`src/hdl/sfnc_pkg.sv`:
```
package sfnc_pkg;

    localparam int STACK_DEPTH = 128;
    localparam int STACK_AW    = $clog2(STACK_DEPTH);
    localparam int STACK_SPW   = $clog2(STACK_DEPTH + 1);

    localparam int OFIFO_DEPTH = 4;
    localparam int OFIFO_AW    = $clog2(OFIFO_DEPTH);
    localparam int OFIFO_CW    = $clog2(OFIFO_DEPTH + 1);

    localparam int PADDR_W = 3;

    // Register indexes, taken from paddr[2].
    localparam logic REG_STREAM_LENGTH = 1'b0;
    localparam logic REG_ERROR_LIMIT   = 1'b1;

    localparam logic [31:0] STREAM_LENGTH_RESET = 32'd0;
    localparam logic [7:0]  ERROR_LIMIT_RESET   = 8'd10;

    localparam logic [7:0] INTRODUCER  = 8'h5A;
    localparam logic [7:0] ID_CLASS    = 8'hD3;
    localparam logic [7:0] TYPE_BEGIN  = 8'hA8;
    localparam logic [7:0] TYPE_END    = 8'hA9;
    localparam logic [7:0] CAT_DOC     = 8'hA8;
    localparam logic [7:0] CAT_GROUP_A = 8'hAD;
    localparam logic [7:0] CAT_PAGE    = 8'hAF;
    localparam logic [7:0] CAT_AEG     = 8'hC9;
    localparam logic [7:0] CAT_GROUP_B = 8'hC6;
    localparam logic [7:0] CAT_OBJECT  = 8'hDF;

    localparam logic [15:0] MIN_LENGTH = 16'd6;

    localparam logic [2:0] K_DONE      = 3'd0;
    localparam logic [2:0] K_BAD_INTRO = 3'd1;
    localparam logic [2:0] K_SHORT     = 3'd2;
    localparam logic [2:0] K_OVERRUN   = 3'd3;
    localparam logic [2:0] K_TRUNCATED = 3'd4;
    localparam logic [2:0] K_SUMMARY   = 3'd5;

    typedef struct packed {
        logic [7:0] data_byte;
        logic       end_of_stream;
    } t_in_item;

    typedef struct packed {
        logic [2:0]  kind;
        logic [23:0] record_id;
        logic [15:0] record_length;
        logic        nest_mismatch;
        logic [7:0]  open_depth;
        logic [31:0] records_seen;
        logic [7:0]  errors_seen;
        logic [15:0] pages_seen;
        logic [15:0] groups_seen;
        logic [1:0]  document_marks;
        logic        stream_valid;
        logic        last_result;
    } t_out_item;

    typedef struct packed {
        logic [31:0] stream_length;
        logic [7:0]  error_limit;
    } t_cfg;

    // Up to two results leave the framer for one byte.
    typedef struct packed {
        logic [1:0] cnt;
        t_out_item  r0;
        t_out_item  r1;
    } t_res_set;

    typedef struct packed {
        logic       push;
        logic       pop;
        logic       clear;
        logic [2:0] kind;
    } t_stack_cmd;

    typedef struct packed {
        logic [STACK_SPW-1:0] depth;
        logic                 full;
        logic [2:0]           top;
    } t_stack_stat;

    function automatic logic [2:0] kind_of(input logic [7:0] code);
        logic [2:0] k;
        unique case (code)
            CAT_DOC:     k = 3'd1;
            CAT_GROUP_A: k = 3'd2;
            CAT_PAGE:    k = 3'd3;
            CAT_AEG:     k = 3'd4;
            CAT_GROUP_B: k = 3'd5;
            CAT_OBJECT:  k = 3'd6;
            default:     k = 3'd0;
        endcase
        return k;
    endfunction

endpackage

```
`src/hdl/sfnc_core.sv`:
```
module sfnc_core (
    input  logic                   i_clk,
    input  logic                   i_rst_n,
    input  logic                   i_proc,
    input  sfnc_pkg::t_in_item     i_item,
    input  sfnc_pkg::t_cfg         i_cfg,
    input  sfnc_pkg::t_stack_stat  i_stk,
    output sfnc_pkg::t_stack_cmd   o_stk_cmd,
    output sfnc_pkg::t_res_set     o_res
);
    import sfnc_pkg::*;

    localparam logic [2:0] PH_HUNT   = 3'd0;
    localparam logic [2:0] PH_LEN_HI = 3'd1;
    localparam logic [2:0] PH_LEN_LO = 3'd2;
    localparam logic [2:0] PH_HEAD   = 3'd3;
    localparam logic [2:0] PH_DATA   = 3'd4;

    logic [2:0]  r_phase,   n_phase;
    logic [31:0] r_bp,      n_bp;
    logic [15:0] r_len,     n_len;
    logic [23:0] r_id,      n_id;
    logic [15:0] r_dr,      n_dr;
    logic [31:0] r_records, n_records;
    logic [7:0]  r_errors,  n_errors;
    logic [15:0] r_pages,   n_pages;
    logic [15:0] r_groups,  n_groups;
    logic [1:0]  r_marks,   n_marks;
    logic        r_valid,   n_valid;
    logic        r_halt,    n_halt;

    logic [7:0]  b;
    logic        eos;
    logic [15:0] len_cat;
    logic [31:0] rec_start;
    logic [33:0] rec_end;
    logic        overrun;

    logic [2:0]  fin_kind;
    logic        fin_nest;
    logic        push_req;
    logic        pop_req;
    logic        fin_mis;

    logic        emit_main;
    logic [2:0]  main_kind;
    logic [15:0] main_len;
    logic        do_finish;

    logic [STACK_SPW-1:0] depth_after;
    logic        trunc;
    logic [15:0] trunc_len;
    t_out_item   s1;
    t_out_item   s2;

    assign b   = i_item.data_byte;
    assign eos = i_item.end_of_stream;

    assign len_cat   = {r_len[7:0], b};
    assign rec_start = (r_bp >= 32'd2) ? (r_bp - 32'd2) : 32'd0;
    assign rec_end   = {2'b00, rec_start} + {18'h00000, len_cat} + 34'd1;
    assign overrun   = rec_end > {2'b00, i_cfg.stream_length};

    assign fin_kind = kind_of(r_id[7:0]);
    assign fin_nest = (r_id[23:16] == ID_CLASS) && (fin_kind != 3'd0);
    assign push_req = fin_nest && (r_id[15:8] == TYPE_BEGIN);
    assign pop_req  = fin_nest && (r_id[15:8] == TYPE_END);
    assign fin_mis  = pop_req && (i_stk.top != fin_kind);

    always_comb begin
        n_phase   = r_phase;
        n_len     = r_len;
        n_id      = r_id;
        n_dr      = r_dr;
        n_records = r_records;
        n_errors  = r_errors;
        n_pages   = r_pages;
        n_groups  = r_groups;
        n_marks   = r_marks;
        n_valid   = r_valid;
        n_halt    = r_halt;
        emit_main = 1'b0;
        main_kind = K_DONE;
        main_len  = 16'h0000;
        do_finish = 1'b0;

        if (!r_halt) begin
            unique case (r_phase)
                PH_HUNT: begin
                    if (r_bp < i_cfg.stream_length) begin
                        if (b == INTRODUCER) begin
                            n_phase = PH_LEN_HI;
                        end else begin
                            n_valid   = 1'b0;
                            n_errors  = (r_errors == 8'hFF) ? r_errors : r_errors + 8'd1;
                            emit_main = 1'b1;
                            main_kind = K_BAD_INTRO;
                            if (n_errors > i_cfg.error_limit) begin
                                n_halt = 1'b1;
                            end
                        end
                    end
                end
                PH_LEN_HI: begin
                    n_len   = {8'h00, b};
                    n_phase = PH_LEN_LO;
                end
                PH_LEN_LO: begin
                    n_len    = len_cat;
                    main_len = len_cat;
                    if (len_cat < MIN_LENGTH || overrun) begin
                        n_valid   = 1'b0;
                        n_errors  = (r_errors == 8'hFF) ? r_errors : r_errors + 8'd1;
                        n_phase   = PH_HUNT;
                        emit_main = 1'b1;
                        main_kind = (len_cat < MIN_LENGTH) ? K_SHORT : K_OVERRUN;
                    end else begin
                        n_phase = PH_HEAD;
                        n_dr    = 16'd4;
                    end
                end
                PH_HEAD: begin
                    // Three id bytes, then the flag byte, which is not kept.
                    if (r_dr != 16'd1) begin
                        n_id = {r_id[15:0], b};
                        n_dr = r_dr - 16'd1;
                    end else begin
                        n_dr = r_len - MIN_LENGTH;
                        if (r_len == MIN_LENGTH) begin
                            do_finish = 1'b1;
                        end else begin
                            n_phase = PH_DATA;
                        end
                    end
                end
                default: begin
                    if (r_dr <= 16'd1) begin
                        n_dr      = 16'h0000;
                        do_finish = 1'b1;
                    end else begin
                        n_dr = r_dr - 16'd1;
                    end
                end
            endcase
        end

        if (do_finish) begin
            n_phase   = PH_HUNT;
            n_records = (r_records == 32'hFFFFFFFF) ? r_records : r_records + 32'd1;
            if (push_req) begin
                if (r_id[7:0] == CAT_DOC) begin
                    n_marks[0] = 1'b1;
                end
                if (r_id[7:0] == CAT_PAGE && r_pages != 16'hFFFF) begin
                    n_pages = r_pages + 16'd1;
                end
                if (r_id[7:0] == CAT_AEG && r_groups != 16'hFFFF) begin
                    n_groups = r_groups + 16'd1;
                end
            end
            if (pop_req && r_id[7:0] == CAT_DOC) begin
                n_marks[1] = 1'b1;
            end
            if (fin_mis) begin
                n_valid = 1'b0;
            end
            emit_main = 1'b1;
            main_kind = K_DONE;
            main_len  = r_len;
        end
    end

    assign n_bp = (r_bp == 32'hFFFFFFFF) ? r_bp : r_bp + 32'd1;

    assign o_stk_cmd.push  = i_proc && do_finish && push_req;
    assign o_stk_cmd.pop   = i_proc && do_finish && pop_req;
    assign o_stk_cmd.clear = i_proc && eos;
    assign o_stk_cmd.kind  = fin_kind;

    always_comb begin
        depth_after = i_stk.depth;
        if (do_finish && push_req && !i_stk.full) begin
            depth_after = i_stk.depth + STACK_SPW'(1);
        end else if (do_finish && pop_req && i_stk.depth != '0) begin
            depth_after = i_stk.depth - STACK_SPW'(1);
        end
    end

    assign trunc     = (n_phase != PH_HUNT);
    assign trunc_len = (n_phase == PH_HEAD || n_phase == PH_DATA) ? n_len : 16'h0000;

    always_comb begin
        s1.kind           = K_DONE;
        s1.record_id      = 24'h000000;
        s1.record_length  = 16'h0000;
        s1.nest_mismatch  = 1'b0;
        s1.open_depth     = 8'(depth_after);
        s1.records_seen   = n_records;
        s1.errors_seen    = n_errors;
        s1.pages_seen     = n_pages;
        s1.groups_seen    = n_groups;
        s1.document_marks = n_marks;
        s1.stream_valid   = n_valid;
        s1.last_result    = 1'b0;

        // A truncated record clears validity before both end-of-stream results.
        s2              = s1;
        s2.stream_valid = n_valid && !trunc;

        o_res.cnt = 2'd0;
        o_res.r0  = s1;
        o_res.r1  = s1;
        if (emit_main) begin
            o_res.r0.kind             = main_kind;
            o_res.r0.record_length    = main_len;
            o_res.r0.last_result      = !eos;
            if (main_kind == K_DONE) begin
                o_res.r0.record_id     = r_id;
                o_res.r0.nest_mismatch = fin_mis;
            end
            o_res.r1.kind        = K_SUMMARY;
            o_res.r1.last_result = 1'b1;
            o_res.cnt            = eos ? 2'd2 : 2'd1;
        end else if (eos) begin
            if (trunc) begin
                o_res.r0               = s2;
                o_res.r0.kind          = K_TRUNCATED;
                o_res.r0.record_length = trunc_len;
                o_res.r1               = s2;
                o_res.r1.kind          = K_SUMMARY;
                o_res.r1.last_result   = 1'b1;
                o_res.cnt              = 2'd2;
            end else begin
                o_res.r0.kind        = K_SUMMARY;
                o_res.r0.last_result = 1'b1;
                o_res.cnt            = 2'd1;
            end
        end
        if (!i_proc) begin
            o_res.cnt = 2'd0;
        end
    end

    always_ff @(posedge i_clk) begin
        if (!i_rst_n || (i_proc && eos)) begin
            r_phase   <= PH_HUNT;
            r_bp      <= 32'd0;
            r_len     <= 16'h0000;
            r_id      <= 24'h000000;
            r_dr      <= 16'h0000;
            r_records <= 32'd0;
            r_errors  <= 8'd0;
            r_pages   <= 16'd0;
            r_groups  <= 16'd0;
            r_marks   <= 2'b00;
            r_valid   <= 1'b1;
            r_halt    <= 1'b0;
        end else if (i_proc) begin
            r_phase   <= n_phase;
            r_bp      <= n_bp;
            r_len     <= n_len;
            r_id      <= n_id;
            r_dr      <= n_dr;
            r_records <= n_records;
            r_errors  <= n_errors;
            r_pages   <= n_pages;
            r_groups  <= n_groups;
            r_marks   <= n_marks;
            r_valid   <= n_valid;
            r_halt    <= n_halt;
        end
    end

`ifndef SYNTHESIS
    a_halt_only_hunting: assert property (@(posedge i_clk) disable iff (!i_rst_n)
        r_halt |-> (r_phase == PH_HUNT))
        else $error("halted outside of introducer hunt");

    a_head_count: assert property (@(posedge i_clk) disable iff (!i_rst_n)
        (r_phase == PH_HEAD) |-> (r_dr != 16'd0 && r_dr <= 16'd4))
        else $error("header byte count out of range");

    a_pair_ends_summary: assert property (@(posedge i_clk) disable iff (!i_rst_n)
        (o_res.cnt == 2'd2) |-> (o_res.r1.kind == K_SUMMARY && o_res.r1.last_result
                                 && !o_res.r0.last_result))
        else $error("result pair not closed by a summary");
`endif

endmodule

```
`config.mk`:
```
export PLATFORM = sky130hd
export DESIGN_NAME = sfnc_core
export DESIGN_NICKNAME = d
export VERILOG_FILES = /design/src/hdl/sfnc_pkg.sv /design/src/hdl/sfnc_core.sv
export SDC_FILE = /design/constraint.sdc
export NUM_CORES = 1
export LEC_CHECK = 0
export BUFFER_PORTS_ARGS = -buffer_cell sky130_fd_sc_hd__buf_4
export CAP_MARGIN = 15
export CORE_ASPECT_RATIO = 1.25
export CORE_MARGIN = 8
export CORE_UTILIZATION = 56
export CTS_CLUSTER_SIZE = 30
export DETAILED_ROUTE_END_ITERATION = 7
export PLACE_DENSITY = 0.85
export SYNTH_ARGS = -nofsm -noshare
export SYNTH_HDL_FRONTEND = slang
export SYNTH_SLANG_ARGS = --single-unit
```
`constraint.sdc`:
```
create_clock -name i_clk -period 8.8 [get_ports i_clk]
set_input_delay 0 -clock i_clk [delete_from_list [all_inputs] [get_ports i_clk]]
set_output_delay 0 -clock i_clk [all_outputs]
set_load 0.005 [all_outputs]
```
== Word level (Yosys, flattened, before mapping) ==
Cells that the tools add are included.
Operators by class
  $add $sub $neg: 12
  magnitude comparators: 6
  equal/unequal tests: 24
  muxes and demuxes: 84
  bitwise gates (word level): 3
  reduce and logical (&&, ||, !) cells: 33
Operator list (number)
  $mux 258: 1
  $mux 16: 14
  $mux 128: 1
  $mux 124: 1
  $mux 100: 1
  $mux 32: 3
  $mux 83: 1
  $eq 8x8->1 const B: 10
  $add 32x1->32 const B: 2
  $eq 32x32->1 const B: 2
  $mux 8: 7
  $pmux 16 s3: 1
  $mux 46: 1
  $add 33x1->34 const B: 1
  $gt 34x32->1: 1
  $add 32x16->33: 1
  $add 16x1->16 const B: 2
  $ge 32x2->1 const B: 1
  $lt 32x32->1: 1
  $ne 16x16->1 const B: 2
  $pmux 16 s2: 1
  $sub 32x2->32 const B: 1
  $mux 1: 29
  $mux 24: 1
  other kinds (35): 76
Word-level totals
  register bits: 167
  input port bits: 64
  output and inout bits: 264
  logic and storage cells: 174

== Longest topological paths before layout ==
Gate-level depths: netlist of run 1.
  depth after elaboration: 17
  depth in mapped cells: 35
  mapped depth without buffers: 31

== Worst setup path before layout of run 1 ==
No wires, ideal clock.
  path kind: register to output
  start point: reg r_bp[24]
  end point: out o_res[219] (netlist name)
  arrival: 7.180 ns
  data required time: 8.800 ns
  slack: 1.620 ns
  cell stages (with the launch flop): 32
  path buffers: 4
  cells stage by stage: dfxtp_1 buf_6 or4_4 nor3_2 and3_1 and2_1 clkbuf_1 clkbuf_1 nor2_1 ha_1 nor2b_1 o21ai_0 a21boi_0 o41ai_1 a211oi_1 nor2_1 a211o_1 nor3_1 nand2_1 nor3_1 xnor2_1 ha_1 nand4_1 nor4_1 and4_1 a31oi_1 o31a_1 or4b_1 a21bo_1 a21oi_4 buf_6 a22o_1
RTL lines
  start: declaration: line sfnc_core.sv:20  | logic [31:0] r_bp, n_bp;
  start signal: assignment: line sfnc_core.sv:260  | r_bp <= n_bp;
  end: declaration: line sfnc_core.sv:9  | output sfnc_pkg::t_res_set o_res

==> impl_metrics.csv, run 1 <==
group,metric,value,unit
outcome,status,"complete, no violations",
logic_synthesis,synth_fa_ha_area_share,8.64,%
cts,cts_max_level,4,
power,vdd_drop_max,0.122,mV
logic_synthesis,syn-cell-area,14900,sq um
sta,final_hold_viol_count,0,
logic_synthesis,synth_top_family_by_area,"simple AND/OR/NAND/NOR gates",
cts,clkTransAtPathRegs,0.07,ns
power,leakage,7.61,nW
grt,grt_pass1_wl,72.1,mm
cts,cts_buffers,17,
sta,min_period,8.36,ns
floorplan,core,26100,sq um
power,powerDensity,111,nW/um^2
drt,wl_per_cell,18.5,um
placement,io_buffers,285,
drt,wl,46.5,mm
floorplan,start_util,56.9,%
logic_synthesis,synth_xor_area_share,12.4,%
drt,drt_iter0_drc,1254,
worst_setup_path,endpoint_kind,"primary output",
logic_synthesis,syn_area_per_cell,7.36,sq um
worst_setup_path,worst_r2r_endpoint,"r_errors[7]",
min_path,hold_path.class,"primary input to flip-flop",
worst_setup_path,crit_slowest_cell,"or4_4",
power,switching_share,30.4,%
floorplan,die_w,162,um
power,p_int,1.31,mW
worst_setup_path,reg2reg_depth,29,
sta,fin_crit_sh,95.0,%
grt,track_usage,27.4,%
worst_setup_path,r2r-start,"r_bp[23]",
cts,cts_root_buf,"clkbuf_16",
worst_setup_path,crit_type,"flip-flop to primary output",
power,p_seq_share,40.8,%
worst_setup_path,crit_top_cell,"nor2_1",
worst_setup_path,worstPathMaxFanout,15,
power,p_comb_share,18.9,%
sta,relSlewSlack,23.5,%
finish,mostFrequentLayoutCell,"buf_4",
min_path,hold_start,"i_rst_n",
min_path,hold_end,"r_valid",
worst_setup_path,critical_path_arrival,8.36,ns
drt,via_count,15049,
cts,clkSinkCount,167,
logic_synthesis,yosys_warnings,0,
power,power.share.clock,40.3,%
sta,clock.fmax,0.120,GHz
cts,cts_tree,"built",
logic_synthesis,synth-simple-area-share,29.4,%
drt,wl_met2,23.1,mm
floorplan,dieArea,32000,sq um
grt,antenna_found_initial,0,
drt,routed.top_layer,"met4",
cts,clk_latency,0.45,ns
drt,drt.antenna.violating_nets,0,
sta,setup_viol,0,
floorplan,io_pins,328,
finish,stdcell_count,2509,
cts,ctsLongestPathBuffers,2,
logic_synthesis,synth-compound-area-share,14.6,%
drt,avgViaCountPerCell,6.00,
worst_setup_path,rrSetupSlack,0.91,ns
grt,grt_overflow_total,0,
grt,first_global_vias,14128,
cts,post_cts_buffers,0,
logic_synthesis,synth_flop_cell,"dfxtp_1",
sta,tightestPinTransition,1.14,ns
drt,drc,0,
drt,dr.pass1.iters,7,
finish,antenna_cells,0,
worst_setup_path,crit_path_start_kind,"flip-flop",
placement,dp_cells,2469,
floorplan,rows,66,
logic_synthesis,muxShareOfSynthArea,1.42,%
logic_synthesis,syn_inst,2017,
placement,gp_congestion,0.981,
finish,post_route_cells_drive_above_1_share,17.3,%
finish,mostFrequentLayoutCells,"buf_4, nor2_1, nand2_1",
min_path,hold-path-cell-count,3,
drt,wl_met3,3.69,mm
placement,hpwl,36.0,mm
logic_synthesis,ys_types,90,
worst_setup_path,required,8.80,ns
finish,fin_nets,2322,
finish,synthToLayoutAreaGrowth,14.3,%
logic_synthesis,synth_edf_count,0,
drt,wl_met1,17.4,mm
finish,fin_util,65.1,%
logic_synthesis,synthArstFlopShare,0,%
sta,maxSlewViolCount,0,
floorplan,die_y,198,um
finish,fin_area,17000,sq um
placement,post_dp_cell_area,16300,sq um
worst_setup_path,slowest_delay,0.61,ns
sta,setup_tns,0,ns
power,netSwitchingPower,0.570,mW
sta,rsz0062_at_grt,"no",
job,maxCapViolations,0,
sta,finClkSkew,0.0119,ns
grt,grt_max_degree,89,
logic_synthesis,synth_seq_cells,167,
logic_synthesis,yosysSeqAreaShare,22.5,%
## worst max path at each step
stage | from | endpoint | depth (start not counted)
3_5_place_dp | r_bp[23] | o_res[217] | 28
3_3_place_gp | r_bp[23] | o_res[41] | 30
2_1_floorplan | r_bp[24] | o_res[219] | 31
5_1_grt | r_bp[23] | o_res[224] | 31
6_report | r_bp[23] | o_res[41] | 30
4_1_cts | r_bp[23] | o_res[217] | 28
## power by group through the flow
stage | Combinational (mW) | Clock [mW] | Sequential (mW)
3_5_place_dp | 0.343 | 0 | 0.783
5_1_grt | 0.390 | 0.794 | 0.766
4_1_cts | 0.348 | 0.763 | 0.765
3_3_place_gp | 0.331 | 0 | 0.783
2_1_floorplan | 0.246 | 0 | 0.780
6_report | 0.356 | 0.757 | 0.766
## area by class of cell
class | count | area (sq um)
clock buffers | 18 | 439
clock inverters | 14 | 136
fillers | 2262 | 9120
inverters | 75 | 282
multi-input cells | 1594 | 10100
flip-flops and latches | 167 | 3340
well taps | 340 | 425
repair buffers | 301 | 2280
## state kept, by name (all words and copies together), names as in the netlist
register,cells
r_groups,16
r_phase,3
r_id,24
r_len,16
r_halt,1
r_errors,8
r_records,32
r_marks,2
r_dr,16
r_bp,32
r_pages,16
r_valid,1
## cell usage after synthesis (all sizes together) (34+ instances only)
library cell	number	area share, %
nor3	59	2.1
and3	48	2.0
inv	75	1.9
clkbuf	79	2.0
nand2	228	5.8
dfxtp	167	23
nor2	243	6.1
nor4	34	1.9
a21oi	131	4.5
nand3	79	2.7
xor2	106	6.3
xnor2	104	6.1
buf	143	7.1
nand4	48	2.1
o21ai	77	2.6
ha	101	8.5
## per-layer routing
| layer | GRT usage [%] | vias up |
|---|---|---|
| met5 | 0 | - |
| met4 | 14.7 | 0 |
| met3 | 5.42 | 171 |
| met2 | 49.6 | 744 |
| met1 | 29.7 | 6996 |
| li1 | - | 7138 |
## per-stage QoR
stage	power [mW]	hold slack (ns)	setup WS, ns
finish	1.88	0.0538	0.436
detailed placement	1.13	0.311	0.695
global route	1.95	0.0484	0.00786
global placement	1.11	0.314	0.947
CTS	1.88	0.0363	0.144
floorplan	1.03	0.0668	1.62
## kinds of logic after synthesis
family                     count (synthesis)
adders and majority gates                102
buffers and inverters                    297
and+or+nand+nor                          875
muxes                                     19
xor gates and xnor gates                 210
AOI/OAI and AO/OA                        346
DFF                                      167
other                                      1
## worst max-delay path: cells and delay by family, from the launching register on
family                     cells  cell delay (ns)
DFF                            1             0.45
xor gates and xnor gates       2             0.38
and+or+nand+nor               14             3.46
adders and majority gates      2             0.58
AOI/OAI and AO/OA             11             2.83
buffers and inverters          1             0.16
## repair_timing
action                                  4_1_cts  5_1_grt
hold endpoints to repair                     16        0
endpoints found under the setup margin        0       35
hold buffers                                  8        0
gates resized for setup                       0        7
Note: power is estimated with default switching activity, not from simulation.
==> inputs of run 2 (changes only) <==
Settings changed: CORE_MARGIN 8 to 2, CORE_UTILIZATION 56 to 57, CTS_BUF_LIST set to sky130_fd_sc_hd__clkbuf_8, PLACE_DENSITY 0.85 to 0.86.
==> run 2 against run 1 <==
Sequential cell count did not move. Cell area fell by 0.86%. Sequential share of layout area rose by 0.17 points. Non-clock buffer count rose by 3. Final cell count rose by 0.12%. Largest power group unchanged. Highest routed layer unchanged.
==> impl_metrics.csv, run 2 (synthesis results as in run 1) <==
group,metric,value,unit
placement,gp_congestion,1.07,
grt,grt_max_degree,93,
cts,cts_root_buf,"clkbuf_8",
job,maxCapViolations,0,
cts,clk_latency,0.49,ns
sta,fin_ws,0.533,ns
sta,final_hold_viol_count,0,
floorplan,dieArea,27400,sq um
grt,globalRouteMet1Util,37.5,%
cts,cts_max_level,4,
grt,use_met2,56.1,%
floorplan,io_pins,328,
cts,cts_tree,"built",
grt,grt_use_met3,6.16,%
sta,tightestPinTransition,1.22,ns
sta,fin_crit_sh,93.9,%
worst_setup_path,r2r-start,"r_bp[3]",
worst_setup_path,worst_r2r_endpoint,"r_dr[6]",
worst_setup_path,worstPathMaxFanout,16,
placement,io_buffers,285,
sta,holdWs,0.0355,ns
floorplan,core,25800,sq um
drt,dr.pass1.iters,6,
floorplan,rows,66,
finish,biggestRegsByFlops,"r_bp x32, r_records x32, r_id x24",
placement,place_worst_setup_slack,0.614,ns
placement,dp_cells,2471,
sta,min_period,8.27,ns
sta,setup_viol,0,
worst_setup_path,endpoint_kind,"primary output",
min_path,hold_start,"i_rst_n",
finish,mostFrequentLayoutCells,"buf_4, nor2_1, nand2_1",
drt,drc,0,
sta,clock.fmax,0.121,GHz
worst_setup_path,reg2reg_depth,28,
sta,relSlewSlack,18.4,%
finish,fin_nets,2325,
worst_setup_path,slowest_delay,0.59,ns
cts,clkSinkCount,167,
drt,drt.antenna.violating_nets,0,
floorplan,die_y,184,um
min_path,hold_path.class,"primary input to flip-flop",
drt,via_count,15094,
worst_setup_path,crit_slowest_cell,"or4_4",
sta,finClkSkew,0.0222,ns
grt,track_usage,32.7,%
grt,grt_pass1_wl,71.8,mm
worst_setup_path,crit_path_start_kind,"flip-flop",
worst_setup_path,setup.worst_path.start,"r_bp[3]",
grt,busiest_layer,"met2",
finish,synthToLayoutAreaGrowth,13.4,%
worst_setup_path,crit_top_cell,"nor2_1",
grt,first_global_vias,13970,
grt,antenna_found_initial,0,
drt,drt_iter0_drc,1519,
floorplan,start_util,57.5,%
drt,wl,46.5,mm
cts,clkTransAtPathRegs,0.11,ns
outcome,status,"complete, no violations",
worst_setup_path,rrSetupSlack,1.09,ns
drt,wl_per_cell,18.5,um
min_path,hold_end,"r_valid",
grt,grt_overflow_total,0,
worst_setup_path,required,8.80,ns
worst_setup_path,crit_type,"flip-flop to primary output",
finish,antenna_cells,0,
placement,hpwl,35.6,mm
finish,mostFrequentLayoutCell,"buf_4",
power,vdd_drop_max,0.105,mV
sta,maxSlewViolCount,0,
cts,cts_buffers,17,
drt,avgViaCountPerCell,6.01,
floorplan,die_w,148,um
finish,post_route_cells_drive_above_1_share,17.6,%
power,leakage,7.53,nW
min_path,hold-path-cell-count,3,
power,powerDensity,99.9,nW/um^2
finish,stdcell_count,2512,
cts,ctsLongestPathBuffers,2,
worst_setup_path,critical_path_arrival,8.27,ns
## run 2: worst max-delay path by stage
stage                 end  cells after the start
5_1_grt        o_res[213]                     30
3_5_place_dp   o_res[222]                     28
4_1_cts        o_res[222]                     28
6_report       o_res[213]                     29
2_1_floorplan  o_res[219]                     31
3_3_place_gp   o_res[226]                     30
## run 2: layer usage
metal / wire length (um) / vias up
li1: - / 7134
met1: 17200 / 7002
met2: 22600 / 778
met3: 3780 / 180
met4: 2920 / 0
met5: 0 / -
## run 2: repair_timing
item / 4_1_cts / 5_1_grt
hold buffers: 8 / 0
endpoints found under the hold margin: 16 / 0
setup endpoints to repair: 0 / 53
resized for setup: 0 / 9
buffers inserted: 0 / 1
## run 2: area by class of cell
cell class	count	area, sq um
multi-input combinational	1594	10100
fill	2234	9010
sequential	167	3340
timing repair buffer	304	2310
tap	340	425
inverter	75	282
clock buffer	17	234
clock inverter	15	159
## run 2: where the power goes
group / leakage [nW] / switching, mW / internal, mW
clock network: 0.197 / 0.344 / 0.213
registers: 1.35 / 0.00709 / 0.759
logic: 5.99 / 0.216 / 0.143
## run 2: metrics by stage
stage	TNS [ns]	util (%)	area, sq um	total power [mW]
6_report	0	65.1	16800	1.68
5_1_grt	-0.00394	65.1	16800	1.76
4_1_cts	0	64.9	16800	1.68
3_5_place_dp	0	63.1	16300	1.13
3_3_place_gp	0	63.1	16300	1.12
2_1_floorplan	0	-	15000	1.03
## run 2: critical path: cells and delay by family, from the launching register on
kind                       cells  cell delay [ns]
xor gates and xnor gates       1             0.10
AOI/OAI and AO/OA             10             2.09
DFF                            1             0.48
adders and majority gates      2             0.68
buffers and inverters          2             0.34
and+or+nand+nor               14             4.06
